### config.mk
export PLATFORM = sky130hd
export DESIGN_NAME = regex_dot_star_matcher_unit
export DESIGN_NICKNAME = d
export VERILOG_FILES = /design/src/rdm_pkg.sv /design/src/regex_dot_star_matcher_unit.sv /design/src/rdm_cell.sv /design/src/rdm_out_skid.sv
export SDC_FILE = /design/constraint.sdc
export NUM_CORES = 1
export LEC_CHECK = 0
export BUFFER_PORTS_ARGS = -buffer_cell sky130_fd_sc_hd__buf_2
export CORE_MARGIN = 10
export CORE_UTILIZATION = 43
export CTS_CLUSTER_DIAMETER = 60
export CTS_CLUSTER_SIZE = 10
export DETAILED_ROUTE_END_ITERATION = 10
export GPL_ROUTABILITY_DRIVEN = 0
export PLACE_DENSITY_LB_ADDON = 0.12
export SLEW_MARGIN = 0
export SYNTH_ARGS = -nofsm -noshare
export SYNTH_HDL_FRONTEND = slang
export SYNTH_SLANG_ARGS = --single-unit
### constraint.sdc
create_clock -name clk -period 5 [get_ports clk]
set_clock_uncertainty 0.15 [all_clocks]
set_input_delay 0.25 -clock clk [delete_from_list [all_inputs] [get_ports clk]]
set_output_delay 0.25 -clock clk [all_outputs]
set_load 0.01 [all_outputs]
### src/rdm_pkg.sv
// Shared types and command codes for the regex dot-star matcher.
`timescale 1ns / 1ps

package rdm_pkg;

  localparam int CHAR_W  = 8;
  localparam int INDEX_W = 5;
  localparam int LENGTH_W = 6;

  typedef enum logic [1:0] {
    CMD_LOAD  = 2'd0,
    CMD_TEXT  = 2'd1,
    CMD_QUERY = 2'd2
  } cmd_t;

  typedef struct packed {
    logic              repeat_flag;
    logic              any_flag;
    logic [CHAR_W-1:0] ch;
  } entry_t;

  // Broadcast from the top level to every cell.
  typedef struct packed {
    logic               load;
    logic               step;
    logic               restart;
    logic               query;
    logic [INDEX_W-1:0] entry_index;
    entry_t             entry;
    logic [CHAR_W-1:0]  text_char;
  } cell_ctrl_t;

  // Handed from each cell to its right-hand neighbor.
  typedef struct packed {
    logic scan;  // closure carry over the current active set
    logic fin;   // closure carry over the updated set, for the answer
    logic adv;   // a hit on a plain entry moves to the next position
  } cell_link_t;

endpackage

### src/regex_dot_star_matcher_unit.sv
// Top level of the regex dot-star matcher: a chain of pattern cells.
`timescale 1ns / 1ps
//
//  channel  direction  handshake             payload
//  -------  ---------  --------------------  -----------------------------------------
//  in       request    in_valid / in_stall   cmd, entry_index, entry_char, entry_any,
//                                            entry_repeat, text_char, text_last
//  out      result     out_valid / out_stall matched
//  cfg      write      cfg_wr_en             cfg_wr_data (pattern_length)
//
//  One request per cycle, every command, while in_stall is low. A result is registered
//  into the result buffer when the final text character or the empty-text query is taken.
//  The clock period is set by the closure carry rippling once across the cell row
//  for the current set and once more for the updated set feeding the answer.
//  Reset clears the active set, length register and result buffer, not pattern entries.
//  Results sit in a two-entry buffer; in_stall rises only when both are held.

module regex_dot_star_matcher_unit #(
  parameter int PATTERN_MAX = 32
) (
  input  logic       clk,
  input  logic       rst,
  input  logic       in_valid,
  output logic       in_stall,
  input  logic [1:0] cmd,
  input  logic [4:0] entry_index,
  input  logic [7:0] entry_char,
  input  logic       entry_any,
  input  logic       entry_repeat,
  input  logic [7:0] text_char,
  input  logic       text_last,
  output logic       out_valid,
  input  logic       out_stall,
  output logic       matched,
  input  logic       cfg_wr_en,
  input  logic [5:0] cfg_wr_data
);
  import rdm_pkg::*;

  // Wide enough for both the register and PATTERN_MAX itself.
  localparam int LEN_W = ($clog2(PATTERN_MAX + 1) > LENGTH_W) ?
                         $clog2(PATTERN_MAX + 1) : LENGTH_W;

  logic [LENGTH_W-1:0] pattern_length;
  logic [LEN_W-1:0]    used_len;
  logic                in_accept;
  logic                result_push;
  logic                result_now;
  cell_ctrl_t          ctrl;
  cell_link_t          link [PATTERN_MAX+1];
  logic [PATTERN_MAX:0] fin_vec;
  logic [PATTERN_MAX:0] at_end;
  logic [PATTERN_MAX-1:0] in_use;
  logic                end_active_next;

  // Hold the length register; writes must come only while idle, the block does not enforce it.
  always_ff @(posedge clk) begin
    if (rst) begin
      pattern_length <= '0;
    end else if (cfg_wr_en) begin
      pattern_length <= cfg_wr_data;
    end
  end

  // Saturate the length at the number of cells.
  always_comb begin
    if (LEN_W'(pattern_length) > LEN_W'(PATTERN_MAX)) begin
      used_len = LEN_W'(PATTERN_MAX);
    end else begin
      used_len = LEN_W'(pattern_length);
    end
  end

  assign in_accept = in_valid & ~in_stall;

  // Decode the accepted request into the broadcast control word.
  always_comb begin
    ctrl.load        = 1'b0;
    ctrl.step        = 1'b0;
    ctrl.query       = 1'b0;
    ctrl.entry_index = entry_index;
    ctrl.entry       = '{repeat_flag: entry_repeat, any_flag: entry_any, ch: entry_char};
    ctrl.text_char   = text_char;
    if (in_accept) begin
      unique case (cmd)
        CMD_LOAD:  ctrl.load  = 1'b1;
        CMD_TEXT:  ctrl.step  = 1'b1;
        CMD_QUERY: ctrl.query = 1'b1;
        default:   ctrl.load  = 1'b0;
      endcase
    end
    // Restart the set after answering: final character or empty-text query.
    ctrl.restart = (ctrl.step & text_last) | ctrl.query;
  end

  assign result_push = ctrl.restart;

  assign link[0] = '0;

  for (genvar i = 0; i < PATTERN_MAX; i++) begin : g_cell
    assign in_use[i] = (LEN_W'(i) < used_len);

    rdm_cell #(
      .IDX (i)
    ) u_cell (
      .clk        (clk),
      .rst        (rst),
      .ctrl       (ctrl),
      .in_use     (in_use[i]),
      .link_in    (link[i]),
      .link_out   (link[i+1]),
      .fin_closed (fin_vec[i])
    );
  end

  for (genvar i = 0; i <= PATTERN_MAX; i++) begin : g_end
    assign at_end[i] = (LEN_W'(i) == used_len);
  end

  // The end-of-pattern position has no entry: it only collects advances.
  // Its stored flag never reaches an answer, so it is not kept.
  assign end_active_next = link[PATTERN_MAX].adv;
  assign fin_vec[PATTERN_MAX] = (ctrl.query ? 1'b0 : end_active_next) |
                                link[PATTERN_MAX].fin;

  // Pick the closed flag at the pattern length.
  assign result_now = |(fin_vec & at_end);

  rdm_out_skid u_out (
    .clk          (clk),
    .rst          (rst),
    .push         (result_push),
    .push_matched (result_now),
    .out_valid    (out_valid),
    .out_stall    (out_stall),
    .matched      (matched),
    .full         (in_stall)
  );

endmodule

### src/rdm_cell.sv
// One pattern position: its entry, its active flag and its closure links.
`timescale 1ns / 1ps

module rdm_cell #(
  parameter int IDX = 0
) (
  input  logic               clk,
  input  logic               rst,
  input  rdm_pkg::cell_ctrl_t ctrl,
  input  logic               in_use,
  input  rdm_pkg::cell_link_t link_in,
  output rdm_pkg::cell_link_t link_out,
  output logic               fin_closed
);
  import rdm_pkg::*;

  localparam logic START = (IDX == 0);

  entry_t entry;
  logic   active;
  logic   active_next;
  logic   closed;
  logic   hit;
  logic   take;
  logic   fin_raw;
  logic   wr_hit;

  assign wr_hit = ctrl.load && ({4'b0, ctrl.entry_index} == 9'(IDX));

  always_ff @(posedge clk) begin
    if (wr_hit) begin
      entry <= ctrl.entry;
    end
  end

  always_comb begin
    closed      = active | link_in.scan;
    hit         = entry.any_flag | (entry.ch == ctrl.text_char);
    take        = closed & in_use & hit;
    active_next = (take & entry.repeat_flag) | link_in.adv;
    fin_raw     = ctrl.query ? START : active_next;
    fin_closed  = fin_raw | link_in.fin;
    link_out.scan = closed & entry.repeat_flag & in_use;
    link_out.fin  = fin_closed & entry.repeat_flag & in_use;
    link_out.adv  = take & ~entry.repeat_flag;
  end

  always_ff @(posedge clk) begin
    if (rst) begin
      active <= START;
    end else if (ctrl.restart) begin
      active <= START;
    end else if (ctrl.step) begin
      active <= active_next;
    end
  end

endmodule

### src/rdm_out_skid.sv
// Two-entry result buffer between the cell chain and the output channel.
`timescale 1ns / 1ps

module rdm_out_skid (
  input  logic clk,
  input  logic rst,
  input  logic push,
  input  logic push_matched,
  output logic out_valid,
  input  logic out_stall,
  output logic matched,
  output logic full
);
  import rdm_pkg::*;

  logic skid_valid;
  logic skid_matched;
  logic out_fire;

  assign out_fire = out_valid & ~out_stall;
  assign full     = skid_valid;

  always_ff @(posedge clk) begin
    if (rst) begin
      out_valid  <= 1'b0;
      skid_valid <= 1'b0;
    end else if (skid_valid) begin
      if (out_fire) begin
        skid_valid <= 1'b0;
      end
    end else if (push) begin
      if (out_valid && !out_fire) begin
        skid_valid <= 1'b1;
      end else begin
        out_valid <= 1'b1;
      end
    end else if (out_fire) begin
      out_valid <= 1'b0;
    end
  end

  always_ff @(posedge clk) begin
    if (skid_valid) begin
      if (out_fire) begin
        matched <= skid_matched;
      end
    end else if (push) begin
      if (out_valid && !out_fire) begin
        skid_matched <= push_matched;
      end else begin
        matched <= push_matched;
      end
    end
  end

endmodule

Word-level counts from Yosys, hierarchy flattened
Cells that the tools add are included.
Operators by class
  order comparisons: 33
  eq/ne operators: 100
  muxes and demuxes: 50
  bitwise operators: 419
  reductions and logical operators: 44
Operator list (number)
  1-bit bitwise AND: 257
  8-bit == test: 32
  1-bit bitwise OR: 127
  5-bit by 6-bit == test with 1-bit output, first input constant: 16
  5-bit by 6-bit less-than comparator with 1-bit output, first input constant: 16
  5-bit == test, second input constant: 16
  4-bit by 6-bit == test with 1-bit output, first input constant: 8
  4-bit by 6-bit less-than comparator with 1-bit output, first input constant: 8
  1-bit two-way mux: 48
  5-bit by 4-bit == test with 1-bit output, second input constant: 8
  1-bit NOT: 34
  33-bit bitwise AND: 1
  1-bit logical AND: 33
  33-bit OR reduction: 1
  3-bit by 6-bit == test with 1-bit output, first input constant: 4
  3-bit by 6-bit less-than comparator with 1-bit output, first input constant: 4
  5-bit by 3-bit == test with 1-bit output, second input constant: 4
  2-bit by 6-bit == test with 1-bit output, first input constant: 2
  1-bit by 6-bit less-than comparator with 1-bit output, first input constant: 2
  2-bit by 6-bit less-than comparator with 1-bit output, first input constant: 2
  5-bit by 2-bit == test with 1-bit output, second input constant: 2
  3-bit AND reduction: 3
  1-bit by 6-bit == test with 1-bit output, first input constant: 1
  6-bit == test, first input constant: 1
  other kinds (14): 16
Word-level totals
  input bits: 37
  logic and storage cells: 779
  register bits: 362
  output and inout bits: 3

Longest topological paths before layout
  depth after elaboration: 109
  gate-level depth with buffers: 18
  gate-level depth less buffers: 14

Hierarchy
Synthesis repeated with hierarchy kept, for this count alone.
Second synthesis, totals
  cells, all modules: 1380
  area, all modules: 17898.4 um^2
Modules (own cells, without submodules)
  rdm_cell at g_cell[11].u_cell ...: cells each 38, area each 524.3 um^2, sequential area each 320.3 um^2, instances 10
  rdm_cell at g_cell[15].u_cell ...: cells each 38, area each 521.8 um^2, sequential area each 320.3 um^2, instances 6
  rdm_cell at g_cell[10].u_cell ...: cells each 38, area each 526.8 um^2, sequential area each 320.3 um^2, instances 4
  rdm_cell at g_cell[12].u_cell ...: cells each 38, area each 523.0 um^2, sequential area each 320.3 um^2, instances 3
  rdm_cell at g_cell[4].u_cell ...: cells each 38, area each 525.5 um^2, sequential area each 320.3 um^2, instances 2
  rdm_cell at g_cell[29].u_cell ...: cells each 39, area each 524.3 um^2, sequential area each 320.3 um^2, instances 2
  rdm_cell at g_cell[28].u_cell ...: cells each 39, area each 521.8 um^2, sequential area each 320.3 um^2, instances 2
  regex_dot_star_matcher_unit: cells each 147, area each 980.9 um^2, sequential area each 120.1 um^2, instances 1
  rdm_cell at g_cell[16].u_cell: cells each 38, area each 520.5 um^2, sequential area each 320.3 um^2, instances 1
  rdm_cell at g_cell[19].u_cell: cells each 38, area each 519.2 um^2, sequential area each 320.3 um^2, instances 1
  rdm_cell at g_cell[0].u_cell: cells each 36, area each 499.2 um^2, sequential area each 320.3 um^2, instances 1
  rdm_out_skid: cells each 15, area each 186.4 um^2, sequential area each 100.1 um^2, instances 1

Worst setup path before layout
Ideal clock, no wire load.
  path type: register to register
  start point: reg pattern_length[3]
  end point: reg u_out.matched (data pin)
  slack: 1.035 ns
  clock period less this slack: 3.965 ns
  library setup time: 0.276 ns
  arrival time: 3.539 ns
  cell stages (with the launch flop): 18
  path through: dfxtp_1 buf_2 buf_4 buf_4 a21o_1 o21a_1 a2111o_1 and4_1 a221oi_1 o41ai_1 a221o_1 a32oi_1 o22ai_1 a2111oi_0 nand4_1 nor3_1 and3_1 a32oi_1
Between the ends
  cells in the longest elaborated chain, start to end: 109
  elaborated cells on any way between the ends: 452
RTL lines
  from (decl): line regex_dot_star_matcher_unit.sv:44  | logic [LENGTH_W-1:0] pattern_length;
  from (signal assigned): line regex_dot_star_matcher_unit.sv:61  | pattern_length <= cfg_wr_data;
  6-bit > comparator: line regex_dot_star_matcher_unit.sv:67  | if (LEN_W'(pattern_length) > LEN_W'(PATTERN_MAX)) begin
  6-bit two-way mux *: line regex_dot_star_matcher_unit.sv:67
  1-bit by 6-bit less-than comparator with 1-bit output: line regex_dot_star_matcher_unit.sv:101  | assign in_use[i] = (LEN_W'(i) < used_len);
  1-bit bitwise AND: line rdm_cell.sv:43  | link_out.scan = closed & entry.repeat_flag & in_use;
  1-bit bitwise OR: line rdm_cell.sv:37  | closed = active | link_in.scan;
  1-bit bitwise AND (on tied branches) (2 in series): line rdm_cell.sv:43, rdm_cell.sv:39
  1-bit bitwise OR or 1-bit bitwise AND (tied branches): line rdm_cell.sv:37, rdm_cell.sv:40
  1-bit bitwise AND (tied with other cells) (2 in series): line rdm_cell.sv:43
  [90 not listed]
  1-bit bitwise OR: line rdm_cell.sv:42  | fin_closed = fin_raw | link_in.fin;
  1-bit bitwise AND (2 in series): line rdm_cell.sv:44  | link_out.fin = fin_closed & entry.repeat_flag & in_use;
  1-bit bitwise OR: line regex_dot_star_matcher_unit.sv:123  | assign fin_vec[PATTERN_MAX] = (ctrl.query ? 1'b0 : end_active_next) |
  33-bit bitwise AND *: line regex_dot_star_matcher_unit.sv:127  | assign result_now = |(fin_vec & at_end);
  33-bit OR reduction *: line regex_dot_star_matcher_unit.sv:127
  1-bit two-way mux *: line rdm_out_skid.sv:48  | if (out_valid && !out_fire) begin
  1-bit two-way mux *: line rdm_out_skid.sv:47  | end else if (push) begin
  1-bit two-way mux *: line rdm_out_skid.sv:43  | if (skid_valid) begin
  to (signal assigned): line rdm_out_skid.sv:45  | matched <= skid_matched;
  to (signal assigned): line rdm_out_skid.sv:51  | matched <= push_matched;
  to (decl): line rdm_out_skid.sv:11  | output logic matched,
Mark *: on every way between the ends. The rest lies on a longest branch, timed or not. The select of a mux whose other input is x is not followed.
A chain may end at the register's enable or synchronous reset.

Worst setup path in the final report
  start point: reg pattern_length[5]
  end point: reg u_out.matched (data pin)
The elaborated chain is that of the path after synthesis.

==> impl_metrics.tcl <==
set metrics [dict create \
    max_freq_mhz 208 \
    drt_iter0_markers 1357 \
    area_delta_synth_final_pct 13.7 \
    timing.critical_path.required_ns 5.24 \
    synthFlopType "sky130_fd_sc_hd__edfxtp_1" \
    postSynth.asyncResetShare_pct 0 \
    detail_route.first_pass.iterations 5 \
    cp_cell_sequence "buf_4 -> nor4_1 -> nor4b_1 -> a221o_1 -> o2111ai_1 -> o21ai_1 -> o21ai_0 -> a2111oi_0 -> nand2_1 -> nand3_1 -> a211oi_2 -> or4_4 -> a21oi_1 -> a211oi_1 -> a32oi_1" \
    finalWorstSetupSlack_ns 0.182 \
    cp_slowest_cell "sky130_fd_sc_hd__dfxtp_1" \
    cts_root_buf "sky130_fd_sc_hd__clkbuf_16" \
    period_needed_ns 4.82 \
    cts-htree-levels 2 \
    largest_net_degree_at_the_start_of_global_routing 51 \
    detail_route.wirelength_mm 53.9 \
    floorplan.die_area_um2 50800 \
    synth-edff-count 322 \
    initial_core_util_pct 43.4 \
    slew_violations 0 \
    tritoncts_num_sinks 362 \
    place.detailed.hpwl_mm 35.9 \
    grt.overflow.total 0 \
    port_buffers 39 \
    clock_tree_from_tritoncts "done" \
    dpl-instance-area_um2 19000 \
    yosys.cell_types.count 88 \
    layout.nets 1664 \
    fp-row-count 75 \
    net_count_synth 1585 \
    slew_headroom_pct 24.5 \
    commonest_non_fill_non_tap_cells_in_the_layout "322 x sky130_fd_sc_hd__edfxtp_1, 234 x sky130_fd_sc_hd__xor2_1, 163 x sky130_fd_sc_hd__nor2_1" \
    cp_slowest_stage_delay_ns 0.73 \
    path_clk_slew_ns 0.05 \
    core-area_um2 41900 \
    maximum_vdd_drop_v 0.000224 \
    num_io_pins 40 \
    crit_path_max_fanout 17 \
    fin_crit_sh_pct 96.4 \
    post_route_cells_drive_above_1_share_pct 11.8 \
    maxCapViolCount 0 \
    critical_path.top_delay_family "compound AO/OA/AOI/OAI gates" \
    drt-wirelength-per-cell_um 24.6 \
    max_slew.worst_pin.slew_ns 1.13 \
    die_w_um 225 \
    grt_util_all_layers_pct 21.3 \
    criticalPathCategory "reg -> reg" \
    worst_setup_path_start_kind "flop" \
    number_of_global_route_vias_before_repair 12700 \
    buffer_depth_of_the_longest_clock_path 3 \
    syn-instance-count 1548 \
    first_pass_grt_wire_length_mm 81.2 \
    die-height_um 225 \
    antenna_left 0 \
    ys_ff_latch 362 \
    run_status "completed" \
    grt_antenna_before_repair 2 \
    clkLatencyLatePin_ns 0.59 \
    post_synth_instance_area_um2 18200 \
    leakage_nw 6.95 \
    post_route_drc 0 \
    postSynthAreaPerCell_um2 11.7 \
    num_vias 13000 \
    holdCritPathClass "in -> reg" \
    final_hold_viol_count 0 \
    synth-seq-area-share_pct 57.7 \
    dp_worst_setup_slack_ns 0.194 \
    final_standard_cell_area_without_fillers_um2 20600 \
    p_per_area_nw_per_um2 337 \
    cts_inserted_buffers 45 \
    vias_per_cell 5.91 \
    critical_path.endpoint_type "flop" \
    synth-warning-count 0 \
    worst-path-buf-inv 1 \
    final_common_cell "sky130_fd_sc_hd__edfxtp_1" \
    num_antenna_cells 0 \
    final-setup-viol-count 0 \
    cp_data_arrival_time_ns 5.06 \
]
-- routing by layer --
metal  vias to the layer above  routed length (µm)  track usage [%]
met3                        92                3900             4.28
met5                         -                  21                0
met1                      6422               24500             29.9
met4                         4                1310             6.80
met2                       486               24200             32.3
li1                       5982                   -                -
-- cell families after synthesis --
logic type	Yosys count	synth area share (%)
compound gates	345	13.6
xor+xnor	256	12.4
buf+inv	105	2.93
flops	362	57.7
mux	7	0.393
simple gates	473	13.0
-- cell usage after synthesis, types with 11 or more instances --
library cell	n	area, µm²
sky130_fd_sc_hd__edfxtp_1	322	9670
sky130_fd_sc_hd__nor4_1	70	438
sky130_fd_sc_hd__xnor2_1	22	193
sky130_fd_sc_hd__a21oi_1	83	415
sky130_fd_sc_hd__and2_1	13	81.3
sky130_fd_sc_hd__nor3_1	34	170
sky130_fd_sc_hd__buf_2	29	145
sky130_fd_sc_hd__a21o_1	13	97.6
sky130_fd_sc_hd__buf_1	11	41.3
sky130_fd_sc_hd__inv_1	22	82.6
sky130_fd_sc_hd__o21ai_0	44	220
sky130_fd_sc_hd__nand3_1	24	120
sky130_fd_sc_hd__clkbuf_1	26	97.6
sky130_fd_sc_hd__or3_1	11	68.8
sky130_fd_sc_hd__dfxtp_1	40	801
sky130_fd_sc_hd__xor2_1	234	2050
sky130_fd_sc_hd__nand2b_1	23	144
sky130_fd_sc_hd__nand2_1	68	255
sky130_fd_sc_hd__a31oi_1	18	113
sky130_fd_sc_hd__o211ai_1	12	90.1
sky130_fd_sc_hd__a211oi_1	35	263
sky130_fd_sc_hd__nor2_1	163	612
-- power by group --
part	internal (W)	switching (W)	leakage, nW
combinational	0.000180	0.000370	3.06
sequential	0.00332	0.0000307	3.22
clock	0.00183	0.00124	0.662
-- registers in the layout, indices dropped and copies added, names as in the netlist --
name	cells
g_cell.u_cell.active	32
u_out.out_valid	1
u_out.matched	1
u_out.full	1
pattern_length	6
g_cell.u_cell.entry	320
u_out.skid_matched	1
-- layout make-up --
class                      count  area (µm²)
sequential                   362       10500
multi-input combinational   1081        7180
timing repair buffer         115         838
fill                        3740       21200
clock inverter                11         178
inverter                      22        82.6
clock buffer                  66        1200
tap                          539         674
-- path summary, 6_finish.rpt --
path | startpoint | endpoint | slack [ns] | cells after the start
min | entry_repeat | g_cell[26].u_cell.entry[9] | 0.09 | 1
min reg2reg | g_cell[29].u_cell.active | g_cell[29].u_cell.active | 0.35 | 2
max | pattern_length[5] | u_out.matched | 0.18 | 15
max reg2reg | pattern_length[5] | u_out.matched | 0.18 | 15
-- worst register-to-register path: stages (launching register included) --
cell,delay [ns]
sky130_fd_sc_hd__dfxtp_1,0.73
sky130_fd_sc_hd__buf_4,0.28
sky130_fd_sc_hd__nor4_1,0.08
sky130_fd_sc_hd__nor4b_1,0.32
sky130_fd_sc_hd__a221o_1,0.31
sky130_fd_sc_hd__o2111ai_1,0.27
sky130_fd_sc_hd__o21ai_1,0.44
sky130_fd_sc_hd__o21ai_0,0.27
sky130_fd_sc_hd__a2111oi_0,0.42
sky130_fd_sc_hd__nand2_1,0.16
sky130_fd_sc_hd__nand3_1,0.12
sky130_fd_sc_hd__a211oi_2,0.07
sky130_fd_sc_hd__or4_4,0.56
sky130_fd_sc_hd__a21oi_1,0.19
sky130_fd_sc_hd__a211oi_1,0.08
sky130_fd_sc_hd__a32oi_1,0.20
-- stage by stage --
step	instances	hold WS (ns)	utilization (%)	power, W	setup TNS, ns
2_1_floorplan	1548	0.199	-	0.00373	0
3_3_place_gp	2100	0.338	45.5	0.00393	0
3_5_place_dp	2100	0.334	45.5	0.00393	0
4_1_cts	2196	0.0728	49.2	0.00703	0
5_1_grt	2196	0.115	49.3	0.00720	-0.0275
6_report	2196	0.0907	49.3	0.00696	0
-- timing repair --
item                                    in CTS  in global routing
resized for setup                            0                  9
buffers inserted                             0                  0
hold buffers                                19                  0
hold endpoints to repair                    10                  0
endpoints found under the setup margin       0                  2
Power figures use the tool's default switching activity.
